File: src/rtl/ffha_pkg.sv
// Shared types and codes for the first-fit heap allocator.
`timescale 1ns / 1ps
package ffha_pkg;

   localparam logic OP_ALLOC = 1'b0;
   localparam logic OP_FREE  = 1'b1;

   localparam logic [1:0] ST_OK       = 2'd0;
   localparam logic [1:0] ST_ZERO     = 2'd1;
   localparam logic [1:0] ST_NOMEM    = 2'd2;
   localparam logic [1:0] ST_BADFREE  = 2'd3;

   typedef enum logic [3:0] {
      S_INIT,
      S_IDLE,
      S_RD,
      S_EV,
      S_NEV,
      S_MG,
      S_SHD_RD,
      S_SHD_WR,
      S_SHU_RD,
      S_SHU_WR,
      S_SPL1,
      S_SPL0,
      S_RESP
   } walk_state_type;

   typedef struct packed {
      logic [1:0]  status;
      logic [31:0] data_address;
      logic [16:0] bytes_in_use;
   } result_type;

endpackage

File: src/rtl/ffha_seg_ram.sv
// Segment table memory: one write port, one registered read port.
`timescale 1ns / 1ps
module ffha_seg_ram #(
   parameter int DEPTH = 64,
   parameter int WIDTH = 17
) (
   input  logic                     clock,
   input  logic                     rd_en,
   input  logic [$clog2(DEPTH)-1:0] rd_addr,
   output logic [WIDTH-1:0]         rd_data,
   input  logic                     wr_en,
   input  logic [$clog2(DEPTH)-1:0] wr_addr,
   input  logic [WIDTH-1:0]         wr_data
);
   logic [WIDTH-1:0] mem [DEPTH];
   logic [WIDTH-1:0] rd_data_ff;

   always_ff @(posedge clock) begin
      if (wr_en) begin
         mem[wr_addr] <= wr_data;
      end
      if (rd_en) begin
         rd_data_ff <= mem[rd_addr];
      end
   end

   assign rd_data = rd_data_ff;
endmodule

File: src/rtl/ffha_walker.sv
// Table walker: scans, splits, marks and merges segments through the table memory.
`timescale 1ns / 1ps
module ffha_walker import ffha_pkg::*; #(
   parameter int HEAP_BYTES   = 65536,
   parameter int HEADER_BYTES = 12,
   parameter int MAX_SEGMENTS = 64
) (
   input  logic        clock,
   input  logic        reset,
   input  logic [31:0] heap_base,
   input  logic        req_valid,
   output logic        req_ready,
   input  logic        req_opcode,
   input  logic [16:0] req_bytes,
   input  logic [31:0] req_address,
   output logic        res_valid,
   input  logic        res_ready,
   output result_type  res
);
   localparam int IDX_W  = $clog2(MAX_SEGMENTS);
   localparam int CNT_W  = $clog2(MAX_SEGMENTS + 1);
   localparam int SEG_W  = $clog2(HEAP_BYTES);
   localparam int OFF_W  = $clog2(HEAP_BYTES + 1);
   localparam int RQ_W   = 18;
   localparam int CW     = ((SEG_W > RQ_W) ? SEG_W : RQ_W) + 3;
   localparam logic [CW-1:0] HDR = CW'(HEADER_BYTES);
   localparam logic [CW-1:0] FOUR = CW'(4);
   localparam logic [CNT_W-1:0] CNT_MAX = CNT_W'(MAX_SEGMENTS);
   localparam logic [CNT_W-1:0] ONE = CNT_W'(1);

   walk_state_type state_ff, state_in;

   logic              op_ff, op_in;
   logic [RQ_W-1:0]   req_ff, req_in;
   logic [31:0]       addr_ff, addr_in;
   logic [CNT_W-1:0]  idx_ff, idx_in;
   logic [CNT_W-1:0]  cnt_ff, cnt_in;
   logic [CNT_W-1:0]  sh_ff, sh_in;
   logic [1:0]        rem_ff, rem_in;
   logic [OFF_W-1:0]  off_ff, off_in;
   logic [OFF_W-1:0]  used_ff, used_in;
   logic              pfree_ff, pfree_in;
   logic [SEG_W-1:0]  pbytes_ff, pbytes_in;
   logic [SEG_W-1:0]  hit_ff, hit_in;
   logic              nfree_ff, nfree_in;
   logic [SEG_W-1:0]  nbytes_ff, nbytes_in;
   logic [1:0]        stat_ff, stat_in;
   logic [31:0]       daddr_ff, daddr_in;

   logic              rd_en, wr_en;
   logic [IDX_W-1:0]  rd_addr, wr_addr;
   logic [SEG_W:0]    rd_data, wr_data;
   logic              d_free;
   logic [SEG_W-1:0]  d_bytes;
   logic [31:0]       seg_addr;
   logic [CW-1:0]     next_off, rnd, newb;
   logic [CNT_W-1:0]  tgt, src;
   logic [OFF_W+16:0] used_ext;

   ffha_seg_ram #(.DEPTH(MAX_SEGMENTS), .WIDTH(SEG_W + 1)) u_ram (
      .clock   (clock),
      .rd_en   (rd_en),
      .rd_addr (rd_addr),
      .rd_data (rd_data),
      .wr_en   (wr_en),
      .wr_addr (wr_addr),
      .wr_data (wr_data)
   );

   assign d_free   = rd_data[SEG_W];
   assign d_bytes  = rd_data[SEG_W-1:0];
   assign seg_addr = heap_base + 32'(off_ff) + 32'(HEADER_BYTES);
   assign next_off = CW'(off_ff) + HDR + CW'(d_bytes);
   assign src      = sh_ff + CNT_W'(rem_ff);
   assign used_ext = {17'b0, used_ff};

   always_ff @(posedge clock) begin
      if (reset) begin
         state_ff <= S_INIT;
         cnt_ff   <= ONE;
         used_ff  <= '0;
      end else begin
         state_ff <= state_in;
         cnt_ff   <= cnt_in;
         used_ff  <= used_in;
      end
      op_ff     <= op_in;
      req_ff    <= req_in;
      addr_ff   <= addr_in;
      idx_ff    <= idx_in;
      sh_ff     <= sh_in;
      rem_ff    <= rem_in;
      off_ff    <= off_in;
      pfree_ff  <= pfree_in;
      pbytes_ff <= pbytes_in;
      hit_ff    <= hit_in;
      nfree_ff  <= nfree_in;
      nbytes_ff <= nbytes_in;
      stat_ff   <= stat_in;
      daddr_ff  <= daddr_in;
   end

   always_comb begin
      state_in  = state_ff;
      op_in     = op_ff;
      req_in    = req_ff;
      addr_in   = addr_ff;
      idx_in    = idx_ff;
      cnt_in    = cnt_ff;
      sh_in     = sh_ff;
      rem_in    = rem_ff;
      off_in    = off_ff;
      used_in   = used_ff;
      pfree_in  = pfree_ff;
      pbytes_in = pbytes_ff;
      hit_in    = hit_ff;
      nfree_in  = nfree_ff;
      nbytes_in = nbytes_ff;
      stat_in   = stat_ff;
      daddr_in  = daddr_ff;
      rd_en     = 1'b0;
      rd_addr   = idx_ff[IDX_W-1:0];
      wr_en     = 1'b0;
      wr_addr   = idx_ff[IDX_W-1:0];
      wr_data   = '0;
      req_ready = 1'b0;
      res_valid = 1'b0;
      rnd       = '0;
      newb      = '0;
      tgt       = idx_ff;
      res.status       = stat_ff;
      res.data_address = daddr_ff;
      res.bytes_in_use = used_ext[16:0];

      case (state_ff)
         S_INIT: begin
            wr_en   = 1'b1;
            wr_addr = '0;
            wr_data = {1'b1, SEG_W'(HEAP_BYTES - HEADER_BYTES)};
            state_in = S_IDLE;
         end
         S_IDLE: begin
            req_ready = 1'b1;
            if (req_valid) begin
               rnd       = (CW'(req_bytes) + CW'(3)) & ~CW'(3);
               op_in     = req_opcode;
               req_in    = rnd[RQ_W-1:0];
               addr_in   = req_address;
               idx_in    = '0;
               off_in    = '0;
               pfree_in  = 1'b0;
               daddr_in  = '0;
               stat_in   = ST_OK;
               state_in  = S_RD;
               if (req_opcode == OP_ALLOC && req_bytes == '0) begin
                  stat_in  = ST_ZERO;
                  state_in = S_RESP;
               end else if (req_opcode == OP_FREE && req_address == '0) begin
                  state_in = S_RESP;
               end
            end
         end
         S_RD: begin
            if (idx_ff == cnt_ff) begin
               stat_in  = (op_ff == OP_ALLOC) ? ST_NOMEM : ST_BADFREE;
               state_in = S_RESP;
            end else begin
               rd_en    = 1'b1;
               state_in = S_EV;
            end
         end
         S_EV: begin
            // advance past this segment unless it is the one we want
            off_in    = next_off[OFF_W-1:0];
            pfree_in  = d_free;
            pbytes_in = d_bytes;
            idx_in    = idx_ff + ONE;
            state_in  = S_RD;
            hit_in    = d_bytes;
            if (op_ff == OP_ALLOC) begin
               if (d_free && CW'(d_bytes) >= CW'(req_ff)) begin
                  idx_in   = idx_ff;
                  off_in   = off_ff;
                  pfree_in = pfree_ff;
                  pbytes_in = pbytes_ff;
                  daddr_in = seg_addr;
                  if (CW'(d_bytes) > CW'(req_ff) + HDR + FOUR && cnt_ff < CNT_MAX) begin
                     used_in  = used_ff + OFF_W'(req_ff);
                     sh_in    = cnt_ff;
                     state_in = S_SHU_RD;
                  end else begin
                     used_in  = used_ff + OFF_W'(d_bytes);
                     wr_en    = 1'b1;
                     wr_data  = {1'b0, d_bytes};
                     state_in = S_RESP;
                  end
               end
            end else if (seg_addr == addr_ff) begin
               idx_in    = idx_ff;
               off_in    = off_ff;
               pfree_in  = pfree_ff;
               pbytes_in = pbytes_ff;
               if (d_free) begin
                  stat_in  = ST_BADFREE;
                  state_in = S_RESP;
               end else begin
                  used_in = used_ff - OFF_W'(d_bytes);
                  if (idx_ff + ONE < cnt_ff) begin
                     rd_en    = 1'b1;
                     rd_addr  = idx_in[IDX_W-1:0] + IDX_W'(1);
                     state_in = S_NEV;
                  end else begin
                     nfree_in = 1'b0;
                     state_in = S_MG;
                  end
               end
            end
         end
         S_NEV: begin
            nfree_in  = d_free;
            nbytes_in = d_bytes;
            state_in  = S_MG;
         end
         S_MG: begin
            // fold the neighbors into one free segment, then close the gap
            tgt  = pfree_ff ? idx_ff - ONE : idx_ff;
            newb = CW'(hit_ff) + (pfree_ff ? CW'(pbytes_ff) + HDR : '0)
                   + (nfree_ff ? CW'(nbytes_ff) + HDR : '0);
            wr_en   = 1'b1;
            wr_addr = tgt[IDX_W-1:0];
            wr_data = {1'b1, newb[SEG_W-1:0]};
            rem_in  = {1'b0, pfree_ff} + {1'b0, nfree_ff};
            sh_in   = tgt + ONE;
            state_in = (pfree_ff || nfree_ff) ? S_SHD_RD : S_RESP;
         end
         S_SHD_RD: begin
            if (src >= cnt_ff) begin
               cnt_in   = cnt_ff - CNT_W'(rem_ff);
               state_in = S_RESP;
            end else begin
               rd_en    = 1'b1;
               rd_addr  = src[IDX_W-1:0];
               state_in = S_SHD_WR;
            end
         end
         S_SHD_WR: begin
            wr_en    = 1'b1;
            wr_addr  = sh_ff[IDX_W-1:0];
            wr_data  = rd_data;
            sh_in    = sh_ff + ONE;
            state_in = S_SHD_RD;
         end
         S_SHU_RD: begin
            if (sh_ff == idx_ff + ONE) begin
               state_in = S_SPL1;
            end else begin
               rd_en    = 1'b1;
               rd_addr  = sh_ff[IDX_W-1:0] - IDX_W'(1);
               state_in = S_SHU_WR;
            end
         end
         S_SHU_WR: begin
            wr_en    = 1'b1;
            wr_addr  = sh_ff[IDX_W-1:0];
            wr_data  = rd_data;
            sh_in    = sh_ff - ONE;
            state_in = S_SHU_RD;
         end
         S_SPL1: begin
            newb     = CW'(hit_ff) - CW'(req_ff) - HDR;
            wr_en    = 1'b1;
            wr_addr  = idx_ff[IDX_W-1:0] + IDX_W'(1);
            wr_data  = {1'b1, newb[SEG_W-1:0]};
            state_in = S_SPL0;
         end
         S_SPL0: begin
            wr_en    = 1'b1;
            wr_data  = {1'b0, SEG_W'(req_ff)};
            cnt_in   = cnt_ff + ONE;
            state_in = S_RESP;
         end
         S_RESP: begin
            res_valid = 1'b1;
            if (res_ready) begin
               state_in = S_IDLE;
            end
         end
         default: begin
            state_in = S_IDLE;
         end
      endcase
   end
endmodule

File: src/rtl/first_fit_heap_allocator_core.sv
// Top level of the first-fit heap allocator: ports, base register, result register.
`timescale 1ns / 1ps
// Usage:
//   req_*  carries one allocate (req_tuser = 0) or free (req_tuser = 1) item.
//   rsp_*  returns exactly one result item per request: status, data address,
//          bytes in use after the request.
//   csr_*  writes heap_base; write it only while no request is in flight.
// Walk: a request walks the segment table one entry at a time, a read state
//   and an evaluate state per entry, through the single read port of the table
//   memory, then shifts the table by one or two places (a read and a write per
//   moved entry) on a split or a merge. A zero-size allocation or a null free
//   skips the walk; one request is handled at a time. Its result item is
//   registered in the output register before it shows on rsp_*.
// Reset: the table is loaded with one free segment in the init state after
//   reset, during which req_tready stays low; heap_base returns to 1048576.
// Stall: a finished result sits in the output register until rsp_tready; the
//   next request is accepted meanwhile but its result waits for the register.
module first_fit_heap_allocator_core import ffha_pkg::*; #(
   parameter int HEAP_BYTES   = 65536,
   parameter int HEADER_BYTES = 12,
   parameter int MAX_SEGMENTS = 64
) (
   input  logic        clock,
   input  logic        reset,
   input  logic        req_tvalid,
   output logic        req_tready,
   input  logic [55:0] req_tdata,   // request_bytes[16:0], free_address[48:17], zero pad
   input  logic [0:0]  req_tuser,   // opcode
   output logic        rsp_tvalid,
   input  logic        rsp_tready,
   output logic [55:0] rsp_tdata,   // status[1:0], data_address[33:2], bytes_in_use[50:34]
   input  logic        csr_valid,
   output logic        csr_ready,
   input  logic [31:0] csr_data
);
   logic [31:0] base_ff;
   logic        rsp_valid_ff;
   result_type  rsp_ff;
   logic        res_valid, res_ready;
   result_type  res;

   assign csr_ready = 1'b1;
   assign res_ready = !rsp_valid_ff || rsp_tready;

   always_ff @(posedge clock) begin
      if (reset) begin
         base_ff      <= 32'd1048576;
         rsp_valid_ff <= 1'b0;
      end else begin
         if (csr_valid) begin
            base_ff <= csr_data;
         end
         if (res_ready) begin
            rsp_valid_ff <= res_valid;
         end
      end
      if (res_ready && res_valid) begin
         rsp_ff <= res;
      end
   end

   ffha_walker #(
      .HEAP_BYTES   (HEAP_BYTES),
      .HEADER_BYTES (HEADER_BYTES),
      .MAX_SEGMENTS (MAX_SEGMENTS)
   ) u_walker (
      .clock       (clock),
      .reset       (reset),
      .heap_base   (base_ff),
      .req_valid   (req_tvalid),
      .req_ready   (req_tready),
      .req_opcode  (req_tuser[0]),
      .req_bytes   (req_tdata[16:0]),
      .req_address (req_tdata[48:17]),
      .res_valid   (res_valid),
      .res_ready   (res_ready),
      .res         (res)
   );

   assign rsp_tvalid = rsp_valid_ff;
   assign rsp_tdata  = {5'b0, rsp_ff.bytes_in_use, rsp_ff.data_address, rsp_ff.status};
endmodule

File: config.mk
export PLATFORM = sky130hd
export DESIGN_NAME = first_fit_heap_allocator_core
export DESIGN_NICKNAME = d
export VERILOG_FILES = /design/src/rtl/ffha_pkg.sv /design/src/rtl/ffha_seg_ram.sv /design/src/rtl/ffha_walker.sv /design/src/rtl/first_fit_heap_allocator_core.sv
export SDC_FILE = /design/constraint.sdc
export NUM_CORES = 2
export LEC_CHECK = 0
export BUFFER_PORTS_ARGS = -buffer_cell sky130_fd_sc_hd__buf_2
export CORE_ASPECT_RATIO = 1.75
export CORE_MARGIN = 1.5
export CORE_UTILIZATION = 60
export CTS_CLUSTER_SIZE = 25
export DETAILED_ROUTE_END_ITERATION = 10
export GPL_TIMING_DRIVEN = 0
export MAX_ROUTING_LAYER = met4
export PLACE_DENSITY = 0.75
export SLEW_MARGIN = 30
export SYNTH_ARGS = -nofsm -noshare
export SYNTH_HDL_FRONTEND = slang
export SYNTH_SLANG_ARGS = --single-unit
File: constraint.sdc
create_clock -name clock -period 16.9 [get_ports clock]
set_input_delay 0 -clock clock [delete_from_list [all_inputs] [get_ports clock]]
set_output_delay 0 -clock clock [all_outputs]
set_load 0.005 [all_outputs]
==> out/summary.txt <==
Crit end category = register
Clk_lat worst skew = 0.77 ns
Initial antenna violation count = 11
Port buffer count = 137
Placed insts = 6987
Total wire length = 221.3 mm
Fraction of registers with async set/reset = 0%
Core Region = 108300 µm²
Vias in the first global route = 47680
Final Cell Area = 75260 µm²
WL per Instance = 30.07 µm
Post-layout minimum cycle time = 9.296 ns
RD Place Congestion = 1.052
RSZ-0062 raised after global routing = no
First-pass GRT wire length = 314.7 mm
Seq/Total Area, Yosys = 62.58%
Via-to-Cell Ratio = 6.466
Launching point of the worst reg2reg path = u_walker.off_ff[1]$_SDFFCE_PN0P_
Final Hold Viols = 0
Syn-to-layout area delta = 15.10%
Crit path cell chain = ha_1 > ha_1 > fa_1 > a21o_1 > a221o_1 > a311oi_4 > o21ai_0 > a32oi_1 > mux2i_1 > nand3_1 > nor4_1 > a2bb2oi_2 > nand2_1 > buf_2 > buf_2 > buf_1 > a311oi_1 > a311oi_1 > a22oi_1
Rows = 160
Worst-path maximum fanout = 10
Syn_area_per_cell = 12.36 µm²
Initial Util = 60.38%
Hold Path End = base_ff[3]$_SDFFE_PP0P_
Leakage = 27.59 nW
Crit path buf inv count = 3
Status = complete, no violations
Non-Filler Instances = 7359
Max-slew violations = 0
Final setup fails = 0
Max VDD drop = 0.0001286 V
Top FF cell, synth = edfxtp_1
EDFF count, synth = 1322
Max Root-Sink Buffers = 3
CTS HTree Levels = 3
Via Count = 47580
Die X = 252.6 µm
Setup TNS = 0 ns
Post-Syn Area = 65390 µm²
Crit-path max cell delay = 1.01 ns
Clk root buf = clkbuf_16
Die height = 439.7 µm
Tcrit/Tclk final = 55.00%
Layout cells sized above 1 = 11.76%
Worst Hold Launch = csr_data[3]
Pin count of the biggest net entering global routing = 65
Critical setup path kind = register to register
Reg2Reg Depth = 19
FF+latch count, synth = 1383
Power, Total = 7.389 mW
1st-iter DRT viols = 4957
Required @ worst endpoint = 17.34 ns
Yosys cell types = 104
Critical-path top delay cell = a311oi_1
Warnings, synthesis = 0
Post-CTS Resized = 0
Clock sinks = 1383
Startpoint types = register
Power per cell area = 98.18 nW/µm²
Antenna viol nets, final = 0
CP delay by family, top = compound AO/OA/AOI/OAI gates
Hold Crit Depth = 4
Worst-Margin Slew = 1.185 ns
Total grt overflow = 0
CP Data Arrival Time = 9.73 ns
Hold Path Class = input port to register
DRC viols = 0
Gr usage total = 41.22%
CTS tree = built
Final nets = 6125
FMAX = 107.6 MHz
Cells after Synth = 5292
Worst slew margin = 20.46%
R2r endpoint = u_walker.u_ram.rd_data[16]$_DFFE_PP_
Drt first pass iters = 6
I/O pin total = 153
R2r setup slk = 7.60 ns
TritonCTS buffer count = 118
Maxcap violations = 0
Clk slew on worst S/H paths = 0.07 ns
Die area = 111100 µm²
Final Skew = 0.03254 ns
DP Area = 69930 µm²
Setup bufs post-CTS = 0
Post-DP HPWL = 161.7 mm
Final design utilization = 69.49%
==> through the flow <==
step	hold WS [ns]	worst slack [ns]
global route	0.02676	7.587
floorplan	0.09887	9.585
finish	0.02114	7.604
detailed placement	0.1938	7.891
CTS	0.0006579	7.840
global placement	0.1968	3.201
==> cells by family (layout without fill, tap and decap cells) <==
family	after synthesis	in the layout	share of synthesized area, %
AND/OR/NAND/NOR	1587	1587	10.96
flip-flops	1383	1383	62.58
AO/OA/AOI/OAI	1128	1128	11.73
buffers and inverters	513	1108	3.314
adder cells (fa/ha/maj)	240	240	4.868
XOR/XNOR	229	229	3.314
multiplexers	210	210	3.220
other	2	16	0.01148
==> repair_timing <==
| action | CTS | global route |
|---|---|---|
| setup endpoints to repair | 0 | 0 |
| hold buffers | 142 | 0 |
| endpoints found under the hold margin | 109 | 0 |
==> layer usage <==
layer  wire (µm)  vias to the layer above  share of wire (%)  track usage [%]
li1            -                    20770                  -                -
met5           0                        -                  0                -
met3       16970                      990                7.7            7.481
met2      112000                     2783                 51            69.80
met4       24450                        0                 11            37.71
met1       67840                    23040                 31            39.63
==> synthesized netlist by cell type (89+ instances only) <==
master,count,area (µm²)
and3_1,89,556.8
o21ai_0,140,700.7
nand3_1,139,695.7
nand2_1,781,2932
a21oi_1,339,1697
mux2i_1,207,2072
edfxtp_1,1322,39700
a211oi_1,116,870.8
clkbuf_1,150,563.0
inv_1,219,822.0
xnor2_1,152,1331
nor2_1,271,1017
ha_1,216,2703
==> tightest hold or removal path, stage by stage <==
cell           delay (ns)
dlygate4sd3_1        0.52
buf_2                0.09
mux2i_1              0.05
nor2_1               0.08
==> power by group <==
group	switching, mW	total [mW]	internal [mW]
Clock	1.27	2.75	1.48
Sequential	0.0269	3.85	3.83
Combinational	0.534	0.783	0.249
Total	1.84	7.39	5.55
==> cells in the final DEF (no fill, tap or decap), drive strengths merged, types with 17 or more instances in the layout <==
cell,Yosys,layout
nand4,35,35
a21oi,340,340
nand2b,19,19
a31oi,42,42
nor2,273,273
a21o,67,67
nor3,68,68
inv,219,220
clkbuf,151,290
a311oi,37,37
o22ai,30,30
xnor2,153,153
and3,90,90
and2,27,27
o21ai,145,145
xor2,65,65
clkinv,2,67
buf,141,372
fa,24,24
o211ai,19,19
edfxtp,1322,1322
o21a,25,25
a211oi,117,117
mux2i,207,207
a221o,52,52
o21bai,35,35
a22o,17,17
a22oi,39,39
ha,216,216
nor4,63,63
nand3,139,139
a221oi,32,32
dfxtp,61,61
a32o,35,35
dlygate4sd3,0,142
nor2b,31,31
nand2,781,781
==> final cells by class <==
cell class / instances / area, µm²
sequential: 1383 / 40920
fill: 7526 / 33040
multi-input combinational: 3400 / 23100
timing repair buffer: 375 / 3377
clock buffer: 137 / 3055
tap: 1458 / 1824
buffer: 292 / 1344
inverter: 221 / 832.0
clock inverter: 83 / 779.5
antenna: 10 / 25.02
==> state kept, by name, indices dropped and copies added (netlist names), 2 cells and up <==
signal                  count
u_walker.sh_ff              7
u_walker.rem_ff             2
u_walker.addr_ff           32
u_walker.cnt_ff             7
u_walker.req_ff            16
u_walker.state_ff           4
base_ff                    32
u_walker.u_ram.rd_data     17
rsp_tdata                  51
u_walker.pbytes_ff         16
u_walker.nbytes_ff         16
u_walker.used_ff           17
u_walker.u_ram.mem       1088
u_walker.stat_ff            2
u_walker.idx_ff             7
u_walker.off_ff            17
u_walker.hit_ff            16
u_walker.daddr_ff          32
==> worst max path at each step <==
stage / depth (start not counted) / end / startpoint
floorplan: 21 / u_walker.u_ram.mem[0][14]$_DFFE_PP_ / u_walker.req_ff[2]$_DFFE_PP_
global placement: 6 / u_walker.u_ram.mem[57][3]$_DFFE_PP_ / u_walker.state_ff[1]$_SDFFE_PP0P_
detailed placement: 19 / u_walker.u_ram.rd_data[9]$_DFFE_PP_ / u_walker.off_ff[1]$_SDFFCE_PN0P_
CTS: 19 / u_walker.u_ram.rd_data[9]$_DFFE_PP_ / u_walker.off_ff[1]$_SDFFCE_PN0P_
global route: 19 / u_walker.u_ram.rd_data[16]$_DFFE_PP_ / u_walker.off_ff[1]$_SDFFCE_PN0P_
finish: 19 / u_walker.u_ram.rd_data[16]$_DFFE_PP_ / u_walker.off_ff[1]$_SDFFCE_PN0P_
No activity file was read; power rests on OpenSTA's default activity.
